==> config.mk <==
export PLATFORM = sky130hd
export DESIGN_NAME = second_chance_page_replacer_unit
export DESIGN_NICKNAME = d
export VERILOG_FILES = /design/src/rtl/scp_pkg.sv /design/src/rtl/scp_page_mem.sv /design/src/rtl/second_chance_page_replacer_unit.sv
export SDC_FILE = /design/constraint.sdc
export NUM_CORES = 1
export LEC_CHECK = 0
export BUFFER_PORTS_ARGS = -buffer_cell sky130_fd_sc_hd__buf_2
export CAP_MARGIN = 30
export CORE_MARGIN = 10
export CORE_UTILIZATION = 51
export CTS_CLUSTER_DIAMETER = 40
export CTS_CLUSTER_SIZE = 24
export DETAILED_ROUTE_END_ITERATION = 8
export MAX_ROUTING_LAYER = met4
export PLACE_DENSITY = 0.81
export SYNTH_ARGS = -nofsm -noshare
export SYNTH_HDL_FRONTEND = slang
export SYNTH_SLANG_ARGS = --single-unit
==> constraint.sdc <==
create_clock -name clock -period 4.2 [get_ports clock]
set_clock_uncertainty 0.2 [all_clocks]
set_input_delay 0 -clock clock [delete_from_list [all_inputs] [get_ports clock]]
set_output_delay 0 -clock clock [all_outputs]
set_load 0.01 [all_outputs]
==> src/rtl/scp_pkg.sv <==
// Shared constants for the second-chance page replacer.
// No dependencies; imported by the top level.
`default_nettype none

package scp_pkg;

   localparam int unsigned CSR_W     = 5;
   localparam int unsigned CSR_RESET = 16;
   localparam int unsigned FAULT_W   = 32;

endpackage : scp_pkg

`default_nettype wire

==> src/rtl/scp_page_mem.sv <==
// Page-number store: one write port, one read port, registered read data.
// No dependencies; used by second_chance_page_replacer_unit.
`default_nettype none

module scp_page_mem #(
   parameter int unsigned DEPTH  = 16,
   parameter int unsigned ADDR_W = 4,
   parameter int unsigned DATA_W = 16
) (
   input  wire logic              clock,
   input  wire logic              wr_en,
   input  wire logic [ADDR_W-1:0] wr_addr,
   input  wire logic [DATA_W-1:0] wr_data,
   input  wire logic              rd_en,
   input  wire logic [ADDR_W-1:0] rd_addr,
   output logic      [DATA_W-1:0] rd_data
);

   logic [DATA_W-1:0] mem_ff [DEPTH];

   always_ff @(posedge clock) begin
      if (wr_en) begin
         mem_ff[wr_addr] <= wr_data;
      end
   end

   always_ff @(posedge clock) begin
      if (rd_en) begin
         rd_data <= mem_ff[rd_addr];
      end
   end

endmodule : scp_page_mem

`default_nettype wire

==> src/rtl/second_chance_page_replacer_unit.sv <==
// Second-chance (clock) page replacer: scans the page store for a hit, else sweeps the hand.
// Depends on scp_pkg and scp_page_mem.
// A hit stops the scan at the matching frame; a miss scans all n active frames, then
// the hand clears set reference bits up to the first clear frame and fills it. One item at
// a time; the next item is accepted the cycle after the result is loaded. Cost is set by the
// one read port of the page store (one frame per cycle) and the one-bit-per-cycle hand sweep.
// Reset: all frames empty, reference bits clear, hand and fault count zero, active-frame CSR 16.
`default_nettype none

module second_chance_page_replacer_unit #(
   parameter int unsigned NUM_FRAMES = 16,
   parameter int unsigned PAGE_BITS  = 16
) (
   input  wire logic                       clock,
   input  wire logic                       reset,
   input  wire logic                       csr_valid,
   output logic                            csr_ready,
   input  wire logic [scp_pkg::CSR_W-1:0]  csr_data,
   input  wire logic                       req_valid,
   output logic                            req_stall,
   input  wire logic [PAGE_BITS-1:0]       req_page_number,
   output logic                            rsp_valid,
   input  wire logic                       rsp_stall,
   output logic                            rsp_hit,
   output logic [((NUM_FRAMES > 1) ? $clog2(NUM_FRAMES) : 1)-1:0] rsp_frame_index,
   output logic                            rsp_victim_valid,
   output logic [PAGE_BITS-1:0]            rsp_victim_page,
   output logic [scp_pkg::FAULT_W-1:0]     rsp_fault_count
);

   import scp_pkg::*;

   localparam int unsigned IDX_W = (NUM_FRAMES > 1) ? $clog2(NUM_FRAMES) : 1;
   localparam int unsigned CNT_W = $clog2(NUM_FRAMES + 1);

   typedef enum logic [2:0] {
      ST_IDLE,
      ST_SCAN,
      ST_SWEEP,
      ST_FILL,
      ST_DONE
   } state_type;

   state_type              state_ff, state_in;
   logic [CSR_W-1:0]       csr_ff, csr_in;
   logic [PAGE_BITS-1:0]   page_ff, page_in;
   logic [IDX_W-1:0]       scan_addr_ff, scan_addr_in;
   logic                   scan_done_ff, scan_done_in;
   logic                   cmp_vld_ff, cmp_vld_in;
   logic [IDX_W-1:0]       cmp_idx_ff, cmp_idx_in;
   logic [IDX_W-1:0]       h_ff, h_in;
   logic [IDX_W-1:0]       hand_ff, hand_in;
   logic [NUM_FRAMES-1:0]  valid_ff, valid_in;
   logic [NUM_FRAMES-1:0]  ref_ff, ref_in;
   logic [FAULT_W-1:0]     faults_ff, faults_in;
   logic                   res_hit_ff, res_hit_in;
   logic [IDX_W-1:0]       res_idx_ff, res_idx_in;
   logic                   res_vv_ff, res_vv_in;
   logic [PAGE_BITS-1:0]   res_vp_ff, res_vp_in;
   logic                   rsp_valid_ff, rsp_valid_in;
   logic                   rsp_hit_ff, rsp_hit_in;
   logic [IDX_W-1:0]       rsp_idx_ff, rsp_idx_in;
   logic                   rsp_vv_ff, rsp_vv_in;
   logic [PAGE_BITS-1:0]   rsp_vp_ff, rsp_vp_in;
   logic [FAULT_W-1:0]     rsp_fc_ff, rsp_fc_in;

   logic [CNT_W-1:0]       n_eff;
   logic                   mem_wr_en;
   logic                   mem_rd_en;
   logic [IDX_W-1:0]       mem_rd_addr;
   logic [PAGE_BITS-1:0]   mem_rd_data;

   function automatic logic [IDX_W-1:0] hand_next(input logic [IDX_W-1:0] h,
                                                   input logic [CNT_W-1:0] n);
      logic [CNT_W-1:0] h1;
      h1 = CNT_W'(h) + CNT_W'(1);
      return (h1 >= n) ? '0 : h1[IDX_W-1:0];
   endfunction

   always_comb begin
      priority if (csr_ff == '0) begin
         n_eff = CNT_W'(1);
      end else if (32'(csr_ff) > NUM_FRAMES) begin
         n_eff = CNT_W'(NUM_FRAMES);
      end else begin
         n_eff = CNT_W'(csr_ff);
      end
   end

   scp_page_mem #(
      .DEPTH  (NUM_FRAMES),
      .ADDR_W (IDX_W),
      .DATA_W (PAGE_BITS)
   ) u_page_mem (
      .clock   (clock),
      .wr_en   (mem_wr_en),
      .wr_addr (h_ff),
      .wr_data (page_ff),
      .rd_en   (mem_rd_en),
      .rd_addr (mem_rd_addr),
      .rd_data (mem_rd_data)
   );

   assign csr_ready        = 1'b1;
   assign req_stall        = (state_ff != ST_IDLE);
   assign rsp_valid        = rsp_valid_ff;
   assign rsp_hit          = rsp_hit_ff;
   assign rsp_frame_index  = rsp_idx_ff;
   assign rsp_victim_valid = rsp_vv_ff;
   assign rsp_victim_page  = rsp_vp_ff;
   assign rsp_fault_count  = rsp_fc_ff;

   always_comb begin
      state_in     = state_ff;
      csr_in       = (csr_valid) ? csr_data : csr_ff;
      page_in      = page_ff;
      scan_addr_in = scan_addr_ff;
      scan_done_in = scan_done_ff;
      cmp_vld_in   = 1'b0;
      cmp_idx_in   = cmp_idx_ff;
      h_in         = h_ff;
      hand_in      = hand_ff;
      valid_in     = valid_ff;
      ref_in       = ref_ff;
      faults_in    = faults_ff;
      res_hit_in   = res_hit_ff;
      res_idx_in   = res_idx_ff;
      res_vv_in    = res_vv_ff;
      res_vp_in    = res_vp_ff;
      rsp_valid_in = rsp_valid_ff && rsp_stall;
      rsp_hit_in   = rsp_hit_ff;
      rsp_idx_in   = rsp_idx_ff;
      rsp_vv_in    = rsp_vv_ff;
      rsp_vp_in    = rsp_vp_ff;
      rsp_fc_in    = rsp_fc_ff;
      mem_wr_en    = 1'b0;
      mem_rd_en    = 1'b0;
      mem_rd_addr  = scan_addr_ff;

      unique case (state_ff)
         ST_IDLE: begin
            if (req_valid) begin
               page_in      = req_page_number;
               scan_addr_in = '0;
               scan_done_in = 1'b0;
               state_in     = ST_SCAN;
            end
         end
         ST_SCAN: begin
            if (!scan_done_ff) begin
               mem_rd_en  = 1'b1;
               cmp_vld_in = 1'b1;
               cmp_idx_in = scan_addr_ff;
               if (CNT_W'(scan_addr_ff) + CNT_W'(1) == n_eff) begin
                  scan_done_in = 1'b1;
               end else begin
                  scan_addr_in = scan_addr_ff + IDX_W'(1);
               end
            end
            if (cmp_vld_ff) begin
               if (valid_ff[cmp_idx_ff] && mem_rd_data == page_ff) begin
                  ref_in[cmp_idx_ff] = 1'b1;
                  res_hit_in         = 1'b1;
                  res_idx_in         = cmp_idx_ff;
                  res_vv_in          = 1'b0;
                  res_vp_in          = '0;
                  cmp_vld_in         = 1'b0;
                  state_in           = ST_DONE;
               end else if (CNT_W'(cmp_idx_ff) + CNT_W'(1) == n_eff) begin
                  h_in       = (CNT_W'(hand_ff) >= n_eff) ? '0 : hand_ff;
                  cmp_vld_in = 1'b0;
                  state_in   = ST_SWEEP;
               end
            end
         end
         ST_SWEEP: begin
            if (ref_ff[h_ff]) begin
               ref_in[h_ff] = 1'b0;
               h_in         = hand_next(h_ff, n_eff);
            end else begin
               mem_rd_en   = 1'b1;
               mem_rd_addr = h_ff;
               state_in    = ST_FILL;
            end
         end
         ST_FILL: begin
            mem_wr_en    = 1'b1;
            res_hit_in   = 1'b0;
            res_idx_in   = h_ff;
            res_vv_in    = valid_ff[h_ff];
            res_vp_in    = (valid_ff[h_ff]) ? mem_rd_data : '0;
            valid_in[h_ff] = 1'b1;
            ref_in[h_ff]   = 1'b0;
            hand_in      = hand_next(h_ff, n_eff);
            if (faults_ff != '1) begin
               faults_in = faults_ff + FAULT_W'(1);
            end
            state_in     = ST_DONE;
         end
         ST_DONE: begin
            if (!rsp_valid_ff || !rsp_stall) begin
               rsp_valid_in = 1'b1;
               rsp_hit_in   = res_hit_ff;
               rsp_idx_in   = res_idx_ff;
               rsp_vv_in    = res_vv_ff;
               rsp_vp_in    = res_vp_ff;
               rsp_fc_in    = faults_ff;
               state_in     = ST_IDLE;
            end
         end
         default: begin
            state_in = ST_IDLE;
         end
      endcase
   end

   always_ff @(posedge clock) begin
      if (reset) begin
         state_ff     <= ST_IDLE;
         csr_ff       <= CSR_W'(CSR_RESET);
         scan_done_ff <= 1'b0;
         cmp_vld_ff   <= 1'b0;
         hand_ff      <= '0;
         valid_ff     <= '0;
         ref_ff       <= '0;
         faults_ff    <= '0;
         rsp_valid_ff <= 1'b0;
      end else begin
         state_ff     <= state_in;
         csr_ff       <= csr_in;
         scan_done_ff <= scan_done_in;
         cmp_vld_ff   <= cmp_vld_in;
         hand_ff      <= hand_in;
         valid_ff     <= valid_in;
         ref_ff       <= ref_in;
         faults_ff    <= faults_in;
         rsp_valid_ff <= rsp_valid_in;
      end
      page_ff      <= page_in;
      scan_addr_ff <= scan_addr_in;
      cmp_idx_ff   <= cmp_idx_in;
      h_ff         <= h_in;
      res_hit_ff   <= res_hit_in;
      res_idx_ff   <= res_idx_in;
      res_vv_ff    <= res_vv_in;
      res_vp_ff    <= res_vp_in;
      rsp_hit_ff   <= rsp_hit_in;
      rsp_idx_ff   <= rsp_idx_in;
      rsp_vv_ff    <= rsp_vv_in;
      rsp_vp_ff    <= rsp_vp_in;
      rsp_fc_ff    <= rsp_fc_in;
   end

   a_hit_no_victim: assert property (@(posedge clock) disable iff (reset)
      rsp_valid_ff && rsp_hit_ff |-> !rsp_vv_ff)
      else $error("hit result reports an eviction");

   a_faults_monotonic: assert property (@(posedge clock) disable iff (reset)
      !$past(reset) |-> faults_ff >= $past(faults_ff))
      else $error("fault count decreased");

   a_fill_clear_ref: assert property (@(posedge clock) disable iff (reset)
      state_ff == ST_FILL |-> !ref_ff[h_ff])
      else $error("filling a frame whose reference bit is set");

   a_fill_counts: assert property (@(posedge clock) disable iff (reset)
      state_ff == ST_FILL && faults_ff != '1 |=> faults_ff == $past(faults_ff) + FAULT_W'(1))
      else $error("miss did not count a fault");

endmodule : second_chance_page_replacer_unit

`default_nettype wire
==> out/summary.md, run 1 <==
Worst-margin pin slew: 0.860 ns. The power per cell area is 610 mW/mm^2, and the total internal power is 0.00903 W. Row generation in the floorplan step produced 69 rows. The total congestion overflow was 0; the maximum resistive drop on vdd was 0.488 mV. For the number of buffers added for setup after CTS, the log shows 0. The area share of the largest cell type after synthesis works out to 0.621.

By area the synthesized netlist is led by sky130_fd_sc_hd__edfxtp_1 (62%), sky130_fd_sc_hd__dfxtp_1 (8.7%), sky130_fd_sc_hd__mux2i_1 (7.4%). The overall power consumption came out at 0.0131 W. The floorplan step defined a die boundary enclosing 0.0436 sq mm. The tools report the netlist area before placement as 0.0182 sq mm. First-iteration detailed-routing DRC count: 990. The tools report the number of fill cells as 2482.

Number of nets in the layout: 1397. The number of synthesized flops with an enable pin is 376, and the number of buffers on the longest clock path is 3. The run gives 1713 as the number of placed instances, taps included. The flow ran to the end, and the final reports show no timing, DRC or antenna violations. Total wirelength of the detailed-routed design: 42200 microns.

The maximum frequency from static timing analysis is 255 MHz. Setup violations remaining at the end of the flow were counted as 0. Summed over all failing endpoints, the final setup total negative slack is 0 ns. The clock share of power is 0.338, and the total count of hold-check failures in the final report is 0. The register area share after synthesis was 0.708.

At the placement stage, the worst setup path has a slack of 0.346 ns. The final-report max-slew violation count is 0. In this run the number of H-tree levels came out at 2.

The overall routing resource usage came out at 0.196. The synthesized design contains 455 register bits. The mean post-synth cell area was 15.3 sq um; the max-cap check violation count was 0. The most common flop cell mapped by yosys was sky130_fd_sc_hd__edfxtp_1.

The count of distinct cell types in the synthesized netlist is 63. For the final core utilization, the log shows 0.608. Summed over all nets, the switching power comes to 0.00408 W.

The pre-antenna-repair detailed-routing pass consisted of 5 iterations. The final critical-path share of the clock period came out at 0.935. The layout cell share with drive strength beyond 1 came out at 0.183.

Capturing element type of the critical path: a flop. The area growth from synthesis to layout is 18.3%. Setup repair after global routing left no endpoint under its margin. The critical path is of the flop to flop type. TritonCTS built the clock tree. For the pin count of the biggest net entering global routing, the log shows 68. The switching power as a share of total power came out at 0.311. The Yosys step of the flow raised 0 warnings. Port buffering added 81 buffers. The first global-routing pass estimated 65400 microns of wire. The cell sitting at the root of the clock tree is a sky130_fd_sc_hd__clkbuf_16.

After legalization and detailed placement, the total HPWL measured 24600 microns. STA puts the critical path data arrival time at 4.05 ns. The initial antenna violation count came out at 1. After clock tree synthesis, the clock-pin slew on the worst setup and hold paths is 0.07 ns. The logs give 455 for the number of sinks on the clock net and 47 for the TritonCTS buffer count. The vertical die dimension is 209 microns, and the share of synthesized flip-flops with an asynchronous set or reset is 0. The congestion estimate from routability-driven global placement came to 0.928.

The repair_antennas step left the layout with diodes totalling 0. The post-detailed-route via-to-cell ratio works out to 5.98. For the post-route DRC violation count, the log shows 0. The detail route stage leaves a number of antenna-violating nets equal to 0. The largest total area in the synthesized netlist belongs to sky130_fd_sc_hd__edfxtp_1. The tools report the post-route worst setup slack as 0.275 ns.

STA classifies the critical path startpoint as a flop. The type of the most critical hold path was primary input to flop. Number of global-route vias before repair: 11100.

The run gives 4.32 ns as the required time reported for the critical path endpoint. The tightest slew margin relative to the limit was 0.423. The count of pins on the block boundary is 83, and the worst-path maximum fanout is 67.

After layout, the minimum clock period comes to 3.93 ns. In the final routed layout, each cell accounts on average for 22.7 microns. The number of nets in the synthesized netlist is 1227. The total area inside the core boundary comes to 0.0354 sq mm. The finished layout holds 1856 standard cells, fillers aside. For the worst-skew pair, the clock arrives at the later sink with an insertion delay of 0.59 ns. The analysis attributes to cell leakage a power of 7.78 nW. The proportion of power drawn by combinational gates came out at 0.219. The width of the die was 209 microns.

The portion of total power attributed to sequential cells is 0.442, and the vias after detailed routing is 11100. The run gives 1186 as the gate count after technology mapping. The starting utilization of the core area was 0.513.
sequential cells by signal, indices dropped and copies added (netlist names), 3 cells and up:
name	cells
rsp_frame_index	4
rsp_victim_page	16
valid_ff	16
u_page_mem.rd_data	16
page_ff	16
cmp_idx_ff	4
res_vp_ff	16
csr_ff	5
state_ff	3
res_idx_ff	4
h_ff	4
u_page_mem.mem_ff	256
scan_addr_ff	4
hand_ff	4
ref_ff	16
rsp_fault_count	32
faults_ff	32
Yosys cell counts (5+ instances only):
| master | n |
|---|---|
| sky130_fd_sc_hd__and3_1 | 20 |
| sky130_fd_sc_hd__xor2_1 | 24 |
| sky130_fd_sc_hd__and2_1 | 7 |
| sky130_fd_sc_hd__dfxtp_1 | 79 |
| sky130_fd_sc_hd__mux4_2 | 13 |
| sky130_fd_sc_hd__clkbuf_1 | 22 |
| sky130_fd_sc_hd__o21a_1 | 14 |
| sky130_fd_sc_hd__o31ai_1 | 5 |
| sky130_fd_sc_hd__inv_1 | 23 |
| sky130_fd_sc_hd__a31oi_1 | 10 |
| sky130_fd_sc_hd__nand2b_1 | 8 |
| sky130_fd_sc_hd__nor2_1 | 82 |
| sky130_fd_sc_hd__buf_4 | 8 |
| sky130_fd_sc_hd__or4_1 | 16 |
| sky130_fd_sc_hd__nand3_1 | 27 |
| sky130_fd_sc_hd__buf_6 | 5 |
| sky130_fd_sc_hd__o21ai_0 | 14 |
| sky130_fd_sc_hd__mux2i_1 | 134 |
| sky130_fd_sc_hd__nand2_1 | 37 |
| sky130_fd_sc_hd__o22ai_1 | 68 |
| sky130_fd_sc_hd__a21oi_1 | 20 |
| sky130_fd_sc_hd__nor4_1 | 5 |
| sky130_fd_sc_hd__edfxtp_1 | 376 |
| sky130_fd_sc_hd__a211oi_1 | 16 |
| sky130_fd_sc_hd__nand4_1 | 14 |
| sky130_fd_sc_hd__xnor2_1 | 33 |
| sky130_fd_sc_hd__nor3_1 | 17 |
| sky130_fd_sc_hd__ha_1 | 15 |
| sky130_fd_sc_hd__buf_2 | 15 |
power by group through the flow:
stage | clock network, W | logic [W] | registers (W)
2_1_floorplan | 0 | 0.00216 | 0.00566
3_3_place_gp | 0 | 0.00270 | 0.00587
3_5_place_dp | 0 | 0.00278 | 0.00589
4_1_cts | 0.00448 | 0.00287 | 0.00579
5_1_grt | 0.00471 | 0.00308 | 0.00584
6_report | 0.00444 | 0.00288 | 0.00580
worst max-delay path, cell delays in order, from the launching register on:
cell	delay, ns
sky130_fd_sc_hd__edfxtp_1	0.68
sky130_fd_sc_hd__mux2_1	0.38
sky130_fd_sc_hd__mux4_2	0.53
sky130_fd_sc_hd__a2bb2oi_4	0.19
sky130_fd_sc_hd__mux2i_4	0.27
sky130_fd_sc_hd__buf_12	0.41
sky130_fd_sc_hd__mux2i_1	0.28
sky130_fd_sc_hd__o22ai_1	0.12
sky130_fd_sc_hd__or4_1	0.54
cell families (layout without fill, tap and decap cells):
kind of cell | Yosys count | in the layout | synth area share
simple gates | 254 | 254 | 0.0703
other cells | 1 | 1 | 0.000206
compound gates | 167 | 167 | 0.0662
mux | 153 | 153 | 0.0938
flops | 455 | 455 | 0.708
fa+ha+maj | 19 | 19 | 0.0125
buf+inv | 80 | 289 | 0.0213
xor+xnor | 57 | 57 | 0.0275
metrics by stage:
stage | area [sq um] | hold slack [ns]
finish | 21500 | 0.103
global route | 21500 | 0.121
CTS | 21500 | 0.0696
detailed placement | 19300 | -0.0219
global placement | 19200 | -0.0226
floorplan | 18200 | -0.101
path summary, 6_finish.rpt:
| path | start | endpoint | slack [ns] | cells after the start |
|---|---|---|---|---|
| worst max-delay path | h_ff[0]$_DFFE_PP_ | u_page_mem.rd_data[12]$_DFFE_PP_ | 0.27 | 8 |
| worst max register to register | h_ff[0]$_DFFE_PP_ | u_page_mem.rd_data[12]$_DFFE_PP_ | 0.27 | 8 |
| worst min-delay path | csr_valid | csr_ff[4]$_SDFFE_PP1P_ | 0.10 | 3 |
| worst min register to register | res_vp_ff[4]$_SDFFCE_PN0P_ | rsp_victim_page[4]$_DFFE_PP_ | 0.22 | 0 |
layout make-up:
type / instances / area, sq um / share of cell area
sequential: 455 / 12900 / 0.599
clock inverter: 40 / 518 / 0.0241
multi-input combinational: 651 / 4980 / 0.231
tap: 461 / 577 / 0.0268
inverter: 26 / 97.6 / 0.00454
timing repair buffer: 175 / 1290 / 0.0598
clock buffer: 48 / 1180 / 0.0549
layout by cell type, fill, tap and decap left out, types with 33 or more instances in the layout:
cell type	instances
sky130_fd_sc_hd__buf_2	81
sky130_fd_sc_hd__buf_4	36
sky130_fd_sc_hd__clkbuf_16	47
sky130_fd_sc_hd__dfxtp_1	79
sky130_fd_sc_hd__dlygate4sd3_1	55
sky130_fd_sc_hd__edfxtp_1	376
sky130_fd_sc_hd__mux2i_1	133
sky130_fd_sc_hd__nand2_1	37
sky130_fd_sc_hd__nor2_1	71
sky130_fd_sc_hd__o22ai_1	68
sky130_fd_sc_hd__xnor2_1	33
metal layers:
metal | up-vias | wire length (microns) | global-route usage | part of all wire
li1 | 4921 | - | - | -
met1 | 5513 | 16500 | 0.242 | 0.39
met2 | 565 | 21100 | 0.318 | 0.50
met3 | 92 | 3430 | 0.0362 | 0.081
met4 | 0 | 1190 | 0.0705 | 0.028
met5 | - | 0 | - | 0
what timing repair did:
item,4_1_cts,5_1_grt
endpoints found under the setup margin,0,0
hold buffers,55,0
hold endpoints to repair,91,0
resized for setup,0,0
(Power assumes the default switching activity.)
==> inputs of run 2 (changes only) <==
--- a/config.mk
+++ b/config.mk
@@ -7,6 +7,7 @@
 export LEC_CHECK = 0
 export BUFFER_PORTS_ARGS = -buffer_cell sky130_fd_sc_hd__buf_2
 export CAP_MARGIN = 30
+export CORE_ASPECT_RATIO = 0.5
 export CORE_MARGIN = 10
 export CORE_UTILIZATION = 51
 export CTS_CLUSTER_DIAMETER = 40
@@ -16,4 +17,5 @@
 export PLACE_DENSITY = 0.81
 export SYNTH_ARGS = -nofsm -noshare
 export SYNTH_HDL_FRONTEND = slang
+export SYNTH_HIERARCHICAL = 1
 export SYNTH_SLANG_ARGS = --single-unit
==> run 2 against run 1 <==
Effect of this change: global-route usage decreased by 0.44 points; combinational power decreased by 69%; core utilization is 0.11 points lower; sequential share of layout area rose by 0.87 points; sequential power fell by 12%; clock power down 18%; cell count shrank 4.1%; first-iteration DRC count rose by 21%; fmax grew 1.4%; sequential cell count stayed put; design area down 1.4%; register-to-register slack better by 0.05 ns.
==> out/summary.md, run 2 <==
The wire length per cell after detailed routing is 23.6 microns. Setup repair after global routing left no endpoint under its margin. The starting utilization of the core area is 0.525, and the time the final worst path needs with I/O delays and setup is 3.87 ns. The setup slack on the worst flop-to-flop path is 0.33 ns.

The worst-margin pin slew is 0.998 ns, and the count of pins on the block boundary is 83. The run gives 0.191 as the overall routing resource usage. The clock tree root driver cell is sky130_fd_sc_hd__clkbuf_16. Synthesis inferred 455 register bits. In this run the most critical hold path is launched from rsp_stall.

The total overflow left after global routing is 0. Share of synthesized flip-flops with an asynchronous set or reset: 0. The synthesized design contains 376 enable-type register cells.

The number of H-tree levels was 2. The flow ran to the end, and the final reports show no timing, DRC or antenna violations. The analysis attributes to cell leakage a power of 7.16 nW. In the routed design, unresolved DRC markers number 0.

The commonest cells after synthesis are sky130_fd_sc_hd__edfxtp_1 (376), sky130_fd_sc_hd__dfxtp_1 (79), sky130_fd_sc_hd__mux4_2 (68). The congestion estimate from routability-driven global placement came to 0.882. The area growth from synthesis to layout is 15.6%. Prior to clock tree synthesis, the placed netlist has a worst setup slack of 0.209 ns. The routed layout has 10900 vias. The initial antenna violation count is 1, and the vertical die dimension is 154 microns.

The worst setup path is launched from a flop. TritonCTS built the clock tree. For the required time reported for the critical path endpoint, the log shows 4.30 ns. The library cell used most frequently in the layout, excluding fill and tap cells, is sky130_fd_sc_hd__edfxtp_1. The post-route worst setup slack is 0.328 ns. The cell that appears most often on the critical path is sky130_fd_sc_hd__nand2_1.

The worst hold path was traced through 4 stages. In the post-synthesis netlist, the cell with the most instances is sky130_fd_sc_hd__edfxtp_1. The tools report the capture point of the worst reg-to-reg path as u_page_mem/rd_data[6]$_DFFE_PP_. The tightest slew margin relative to the limit came out at 0.335.

The worst-case hold path end point was state_ff[2]$_SDFFE_PP0P_. Synthesis produced a netlist with a net count of 1174. The maximum resistive drop on vdd came out at 0.318 mV. The final core utilization is 0.607, and the remaining antenna violation count is 0. The first-iteration detailed-routing DRC count was 1198. In the layout the commonest cells are sky130_fd_sc_hd__edfxtp_1 (376), sky130_fd_sc_hd__buf_2 (81), sky130_fd_sc_hd__dfxtp_1 (79). The number of global-route vias before repair was 11000. The register with the most flip-flops in the layout has 256 of them.

Entering global routing, the biggest net connects 72 pins. The wire-length estimate of the detail-placed layout is 24900 microns. The logs give 455 for the number of sinks on the clock net and 0.0350 sq mm for the area of the core. The final-report max-slew violation count was 0; the register area share after synthesis was 0.702. Leaving out filler cells and counting taps, the final layout contains 1779. During placement, the flow inserted port buffers numbering 81. For this design, the slowest cell found on the critical path is sky130_fd_sc_hd__edfxtp_1. Most common flop cell mapped by yosys: sky130_fd_sc_hd__edfxtp_1. The run gives 67 as the count of distinct cell types in the synthesized netlist.

Worst-path maximum fanout: 19. The worst register-to-register path begins at h_ff[0]$_DFFE_PP_. The number of cells on the worst reg-to-reg path is 10. The final critical-path share of the clock period was 0.922; the clock transition at the registers of the reported paths was 0.08 ns. Traced cell by cell, the critical path runs through mux4_2 > mux2i_1 > nand2_1 > o21ai_0 > buf_4 > mux2_4 > buf_12 > mux4_1 > a22oi_1 > nand2_1. Derived from the worst setup path, the maximum achievable clock frequency is 258 MHz. For the placement row count, the log shows 48. The number of buffers on the longest clock path is 3. The tool flagged a number of max-cap violations equal to 0. The run gives 1661 as the number of placed instances, taps included. The first global-routing pass estimated 64300 microns of wire. The width of the die came out at 288 microns. After detailed routing, the number of vias per cell comes to 6.15. The worst slack on hold paths was 0.178 ns; the gate count after technology mapping was 1133. The tools report the TritonCTS buffer count as 36. Ranked by total cell area, the synthesized netlist is headed by sky130_fd_sc_hd__edfxtp_1 (62%), sky130_fd_sc_hd__dfxtp_1 (8.6%), sky130_fd_sc_hd__mux4_2 (8.4%). Layout cell share with drive strength beyond 1: 0.209. The signal arrival time at the worst endpoint is 3.97 ns, and the power per cell area is 456 mW/mm^2.

For this run, the number of Yosys warnings is 6. The cell area that synthesis handed to floorplanning was 0.0183 sq mm. Setup violations remaining at the end of the flow were counted as 0.

The number of buffers added for setup after CTS was 0; the highest cell delay on the worst timing path was 0.66 ns. The final total negative setup slack was 0 ns; the total wirelength of the detailed-routed design was 42000 microns. The mean post-synth cell area works out to 16.2 sq um.

The register containing the most flip-flops in the final layout was u_page_mem/mem_ff. sky130_fd_sc_hd__edfxtp_1 takes more of the synthesized area than any other cell. The net count of the finished layout is 1316. For the area enclosed by the die boundary, the log shows 0.0444 sq mm. In this run the worst hold path is classified as primary input to flop. The setup path with the least slack is of type flop to flop. The total count of hold-check failures in the final report was 0.

Area share of the largest cell type after synthesis: 0.616. The first detailed-routing pass ran for 6 iterations. For the latest clock arrival within the worst-skew pair, the log shows 0.56 ns. The tools report the capturing element type of the critical path as a flop.
==> run 2: changes by cell type in the layout (fill, tap and decap cells not counted), moves of 18 or more <==
| cell | previous run | this run |
|---|---|---|
| sky130_fd_sc_hd__o22ai_1 | 68 | 1 |
| sky130_fd_sc_hd__a22oi_1 | 0 | 32 |
| sky130_fd_sc_hd__a31oi_1 | 10 | 32 |
| sky130_fd_sc_hd__mux2i_1 | 133 | 7 |
| sky130_fd_sc_hd__mux4_2 | 13 | 68 |
| sky130_fd_sc_hd__o21ai_0 | 13 | 31 |
==> run 2: where the power goes <==
| part | internal, W | switching, W |
|---|---|---|
| Combinational | 0.000436 | 0.000463 |
| Sequential | 0.00498 | 0.000137 |
| Clock | 0.00193 | 0.00173 |
==> run 2: what timing repair did <==
item                       in CTS  in global routing
hold endpoints to repair       94                  0
setup endpoints to repair       0                 15
gates resized for setup         0                  1
hold buffers                   51                  0
==> run 2: logic make-up (layout without fill, tap and decap cells) <==
logic type / count (synthesis) / after routing / synth area share
multiplexers: 90 / 90 / 0.105
other: 1 / 2 / 0.000204
AO/OA/AOI/OAI: 177 / 177 / 0.0649
flip-flops: 455 / 455 / 0.702
XOR/XNOR: 41 / 41 / 0.0204
AND/OR/NAND/NOR: 264 / 264 / 0.0749
adder cells (fa/ha/maj): 16 / 16 / 0.0108
buffers and inverters: 89 / 259 / 0.0221
==> run 2: metal layers <==
metal | part of all wire | GRT usage | vias to the layer above
met4 | 0.027 | 0.0642 | 0
li1 | - | - | 4764
met3 | 0.088 | 0.0427 | 113
met2 | 0.50 | 0.317 | 538
met5 | 0 | - | -
met1 | 0.39 | 0.230 | 5517
==> run 2: worst max path at each step <==
stage | startpoint | to | depth (start not counted)
floorplan | state_ff[0]$_SDFFE_PP0P_ | rsp_fault_count[0]$_DFFE_PP_ | 4
global placement | h_ff[3]$_DFFE_PP_ | u_page_mem/rd_data[4]$_DFFE_PP_ | 10
detailed placement | h_ff[0]$_DFFE_PP_ | u_page_mem/rd_data[6]$_DFFE_PP_ | 10
CTS | h_ff[0]$_DFFE_PP_ | u_page_mem/rd_data[6]$_DFFE_PP_ | 10
global route | h_ff[0]$_DFFE_PP_ | u_page_mem/rd_data[6]$_DFFE_PP_ | 10
finish | h_ff[0]$_DFFE_PP_ | u_page_mem/rd_data[6]$_DFFE_PP_ | 10
==> run 2: metrics by stage <==
stage	instance area [sq um]	power, W
3_5_place_dp	19400	0.00606
4_1_cts	21200	0.00973
5_1_grt	21200	0.00997
6_report	21200	0.00967
3_3_place_gp	19400	0.00603
2_1_floorplan	18300	0.00580
==> run 2: worst max-delay path: cells and delay by family, from the launching register on <==
kind,cells,cell delay [ns]
DFF,1,0.66
muxes,4,1.63
AOI/OAI and AO/OA,2,0.50
and+or+nand+nor,2,0.23
buffers and inverters,2,0.41
==> run 2: cell type report <==
cell class / count / area, sq um
tap: 475 / 594
clock buffer: 40 / 958
inverter: 26 / 97.6
clock inverter: 26 / 342
antenna: 1 / 2.50
fill: 2448 / 13800
sequential: 455 / 12900
multi-input combinational: 589 / 5110
timing repair buffer: 167 / 1220
==> inputs of run 3 (changes only) <==
--- a/config.mk
+++ b/config.mk
@@ -15,6 +15,8 @@
 export DETAILED_ROUTE_END_ITERATION = 8
 export MAX_ROUTING_LAYER = met4
 export PLACE_DENSITY = 0.81
+export RECOVER_POWER = 100
+export SETUP_SLACK_MARGIN = 0.02
 export SYNTH_ARGS = -nofsm -noshare
 export SYNTH_HDL_FRONTEND = slang
 export SYNTH_HIERARCHICAL = 1
==> run 3 against run 2 <==
Effect of this change: hold slack got worse by 0.013 ns; count of clock-buffer cells in the layout did not move; cell count barely moved; design area fell by 0.86%; sequential share of layout area rose by 0.52 points; combinational power barely moved; non-clock buffer count rose by 1; setup slack barely moved; core utilization fell by 0.52 points; power barely moved; clock power barely moved; critical path type unchanged; critical endpoint unchanged; largest cell class unchanged.
==> out/summary.md, run 3 (synthesized netlist as in run 2, its figures left out) <==
The count of buffers added on input and output ports is 81. Summing over every cut layer, the via total after detailed routing is 10900. The overall routing resource usage is 0.191, and the worst-margin pin slew is 1.18 ns. After legalization and detailed placement, the total HPWL measured 24900 microns.

The number of clock buffers added by TritonCTS is 36. The internal power of the cells totals 0.00735 W. The clock tree root driver cell was sky130_fd_sc_hd__clkbuf_16. At the worst endpoint, the arrival time is 3.97 ns.

The count of pins on the block boundary was 83; the remaining antenna violation count was 0. The path class of the tightest hold or removal check is primary input to flop. Leaving out fill and tap cells, the most frequent cell in the layout is sky130_fd_sc_hd__edfxtp_1.

At the later pin of the worst-skew pair, clock insertion delay measures 0.56 ns. Entering global routing, the biggest net connects 72 pins. The layout cell share with drive strength beyond 1 works out to 0.153. Leaving out fill and tap cells, the most frequent cells in the layout are sky130_fd_sc_hd__edfxtp_1 (376), sky130_fd_sc_hd__dfxtp_1 (79), sky130_fd_sc_hd__mux4_2 (68).

The logs give 0.601 for the final core utilization and 48 for the placement row count. STA classifies the critical path startpoint as a flop. The number of nets in the layout was 1317; the number of global-route vias before repair was 11000. The die covers 0.0444 sq mm.

TritonCTS built the clock tree. The first global-routing pass estimated 64300 microns of wire. The required time reported for the critical path endpoint came out at 4.30 ns. Along the worst path, the maximum fanout reaches 19.

No sink is reached through more buffers than the 3 on the longest clock path. Setup repair after global routing left no endpoint under its margin. By startpoint and endpoint, the worst setup path is classified as flop to flop. The final total negative setup slack is 0 ns, and the maximum frequency from static timing analysis is 258 MHz. The clock share of power was 0.378; the weighted congestion reported at the end of routability-driven placement was 0.882.

The width of the die was 288 microns. For this run the aggregate overflow at the end of global routing stands at 0. The flow ran to the end, and the final reports show no timing, DRC or antenna violations. The maximum resistive drop on vdd came out at 0.318 mV. The area of the core came out at 0.0350 sq mm. After layout, the minimum clock period comes to 3.87 ns. In this run the vertical extent of the chip is 154 microns. The portion of total power attributed to sequential cells was 0.529. The H-tree was split into 2 levels.

The number of detailed-routing iterations run before antenna repair is 5, and the clock transition at the registers of the reported paths is 0.08 ns. The switching power as a share of total power is 0.241. The tightest slew margin relative to the limit is 0.212.

For this design the ratio of total power to cell area is 460 mW/mm^2. After the first detailed-routing iteration, the DRC count stood at 1255. The initial antenna violation count came out at 1. The logs give 0.00967 W for the overall power consumption and 0 for the post-route DRC violation count. The routed design has 42100 microns of wire.

CTS saw 455 sinks. Starting utilization of the core area: 0.525. The proportion of power drawn by combinational gates was 0.093; the max-cap check violation count was 0. Counting flops per register, the top entry is u_page_mem/mem_ff. The final critical-path share of the clock period was 0.922; the number of flip-flops in the largest register was 256. The total count of hold-check failures in the final report was 0; the wire length per cell after detailed routing was 23.7 microns. The analysis attributes to net switching a power of 0.00233 W. The logs give 6.96 nW for the leakage dissipation and 0 for the setup violation total in the final timing report. The area added between synthesis and finish is 14.6%.

The final-report max-slew violation count came out at 0. Using the TritonRoute via totals, the vias-per-cell ratio works out to 6.13. The worst setup path is captured at a flop.
run 3: metal layers:
layer	wire length [microns]	track usage
met5	0	-
met4	1280	0.0642
met3	3970	0.0427
met2	20700	0.317
met1	16200	0.230
run 3: repair_timing:
action                     4_1_cts  5_1_grt
setup endpoints to repair        0       16
hold endpoints to repair        94        0
hold buffers                    51        0
buffers inserted                 0        1
gates resized for setup          0        1
run 3: final timing paths:
path	to	slack [ns]	depth (start not counted)	start
worst max-delay path	u_page_mem/rd_data[6]$_DFFE_PP_	0.33	10	h_ff[3]$_DFFE_PP_
worst min register to register	rsp_frame_index[0]$_DFFE_PP_	0.22	0	res_idx_ff[0]$_DFFE_PP_
worst max register to register	u_page_mem/rd_data[6]$_DFFE_PP_	0.33	10	h_ff[3]$_DFFE_PP_
worst min-delay path	state_ff[2]$_SDFFE_PP0P_	0.16	4	rsp_stall
run 3: final cells by class:
cell class | instances | area, sq um
Fill cell | 2494 | 13900
Timing Repair Buffer | 168 | 1100
Multi-Input combinational cell | 589 | 5050
Tap cell | 475 | 594
Inverter | 26 | 97.6
Clock inverter | 26 | 342
Sequential cell | 455 | 12900
Antenna cell | 1 | 2.50
Clock buffer | 40 | 958
run 3: worst max-delay path, cell delays in order, from the launching register on:
cell,delay [ns]
sky130_fd_sc_hd__edfxtp_1,0.80
sky130_fd_sc_hd__mux4_2,0.40
sky130_fd_sc_hd__mux2i_1,0.19
sky130_fd_sc_hd__nand2_1,0.13
sky130_fd_sc_hd__o21ai_0,0.24
sky130_fd_sc_hd__buf_4,0.17
sky130_fd_sc_hd__mux2_4,0.33
sky130_fd_sc_hd__buf_12,0.24
sky130_fd_sc_hd__mux4_1,0.56
sky130_fd_sc_hd__a22oi_1,0.25
sky130_fd_sc_hd__nand2_1,0.10
run 3: power by group through the flow:
stage | Combinational [W] | Sequential, W | Clock (W)
after detailed placement | 0.000845 | 0.00522 | 0
after global routing | 0.000955 | 0.00513 | 0.00389
after floorplan | 0.000658 | 0.00514 | 0
after global placement | 0.000821 | 0.00521 | 0
after CTS | 0.000897 | 0.00511 | 0.00372
final | 0.000899 | 0.00512 | 0.00366
run 3: per-stage QoR:
stage / worst slack, ns / hold WS (ns) / std cells / instance area (sq um)
finish: 0.328 / 0.165 / 1780 / 21000
global route: 0.0394 / 0.171 / 1780 / 21000
CTS: 0.175 / 0.126 / 1778 / 21200
detailed placement: 0.209 / -0.0219 / 1661 / 19400
global placement: 0.287 / -0.0228 / 1661 / 19400
floorplan: 0.129 / -0.101 / 1133 / 18300
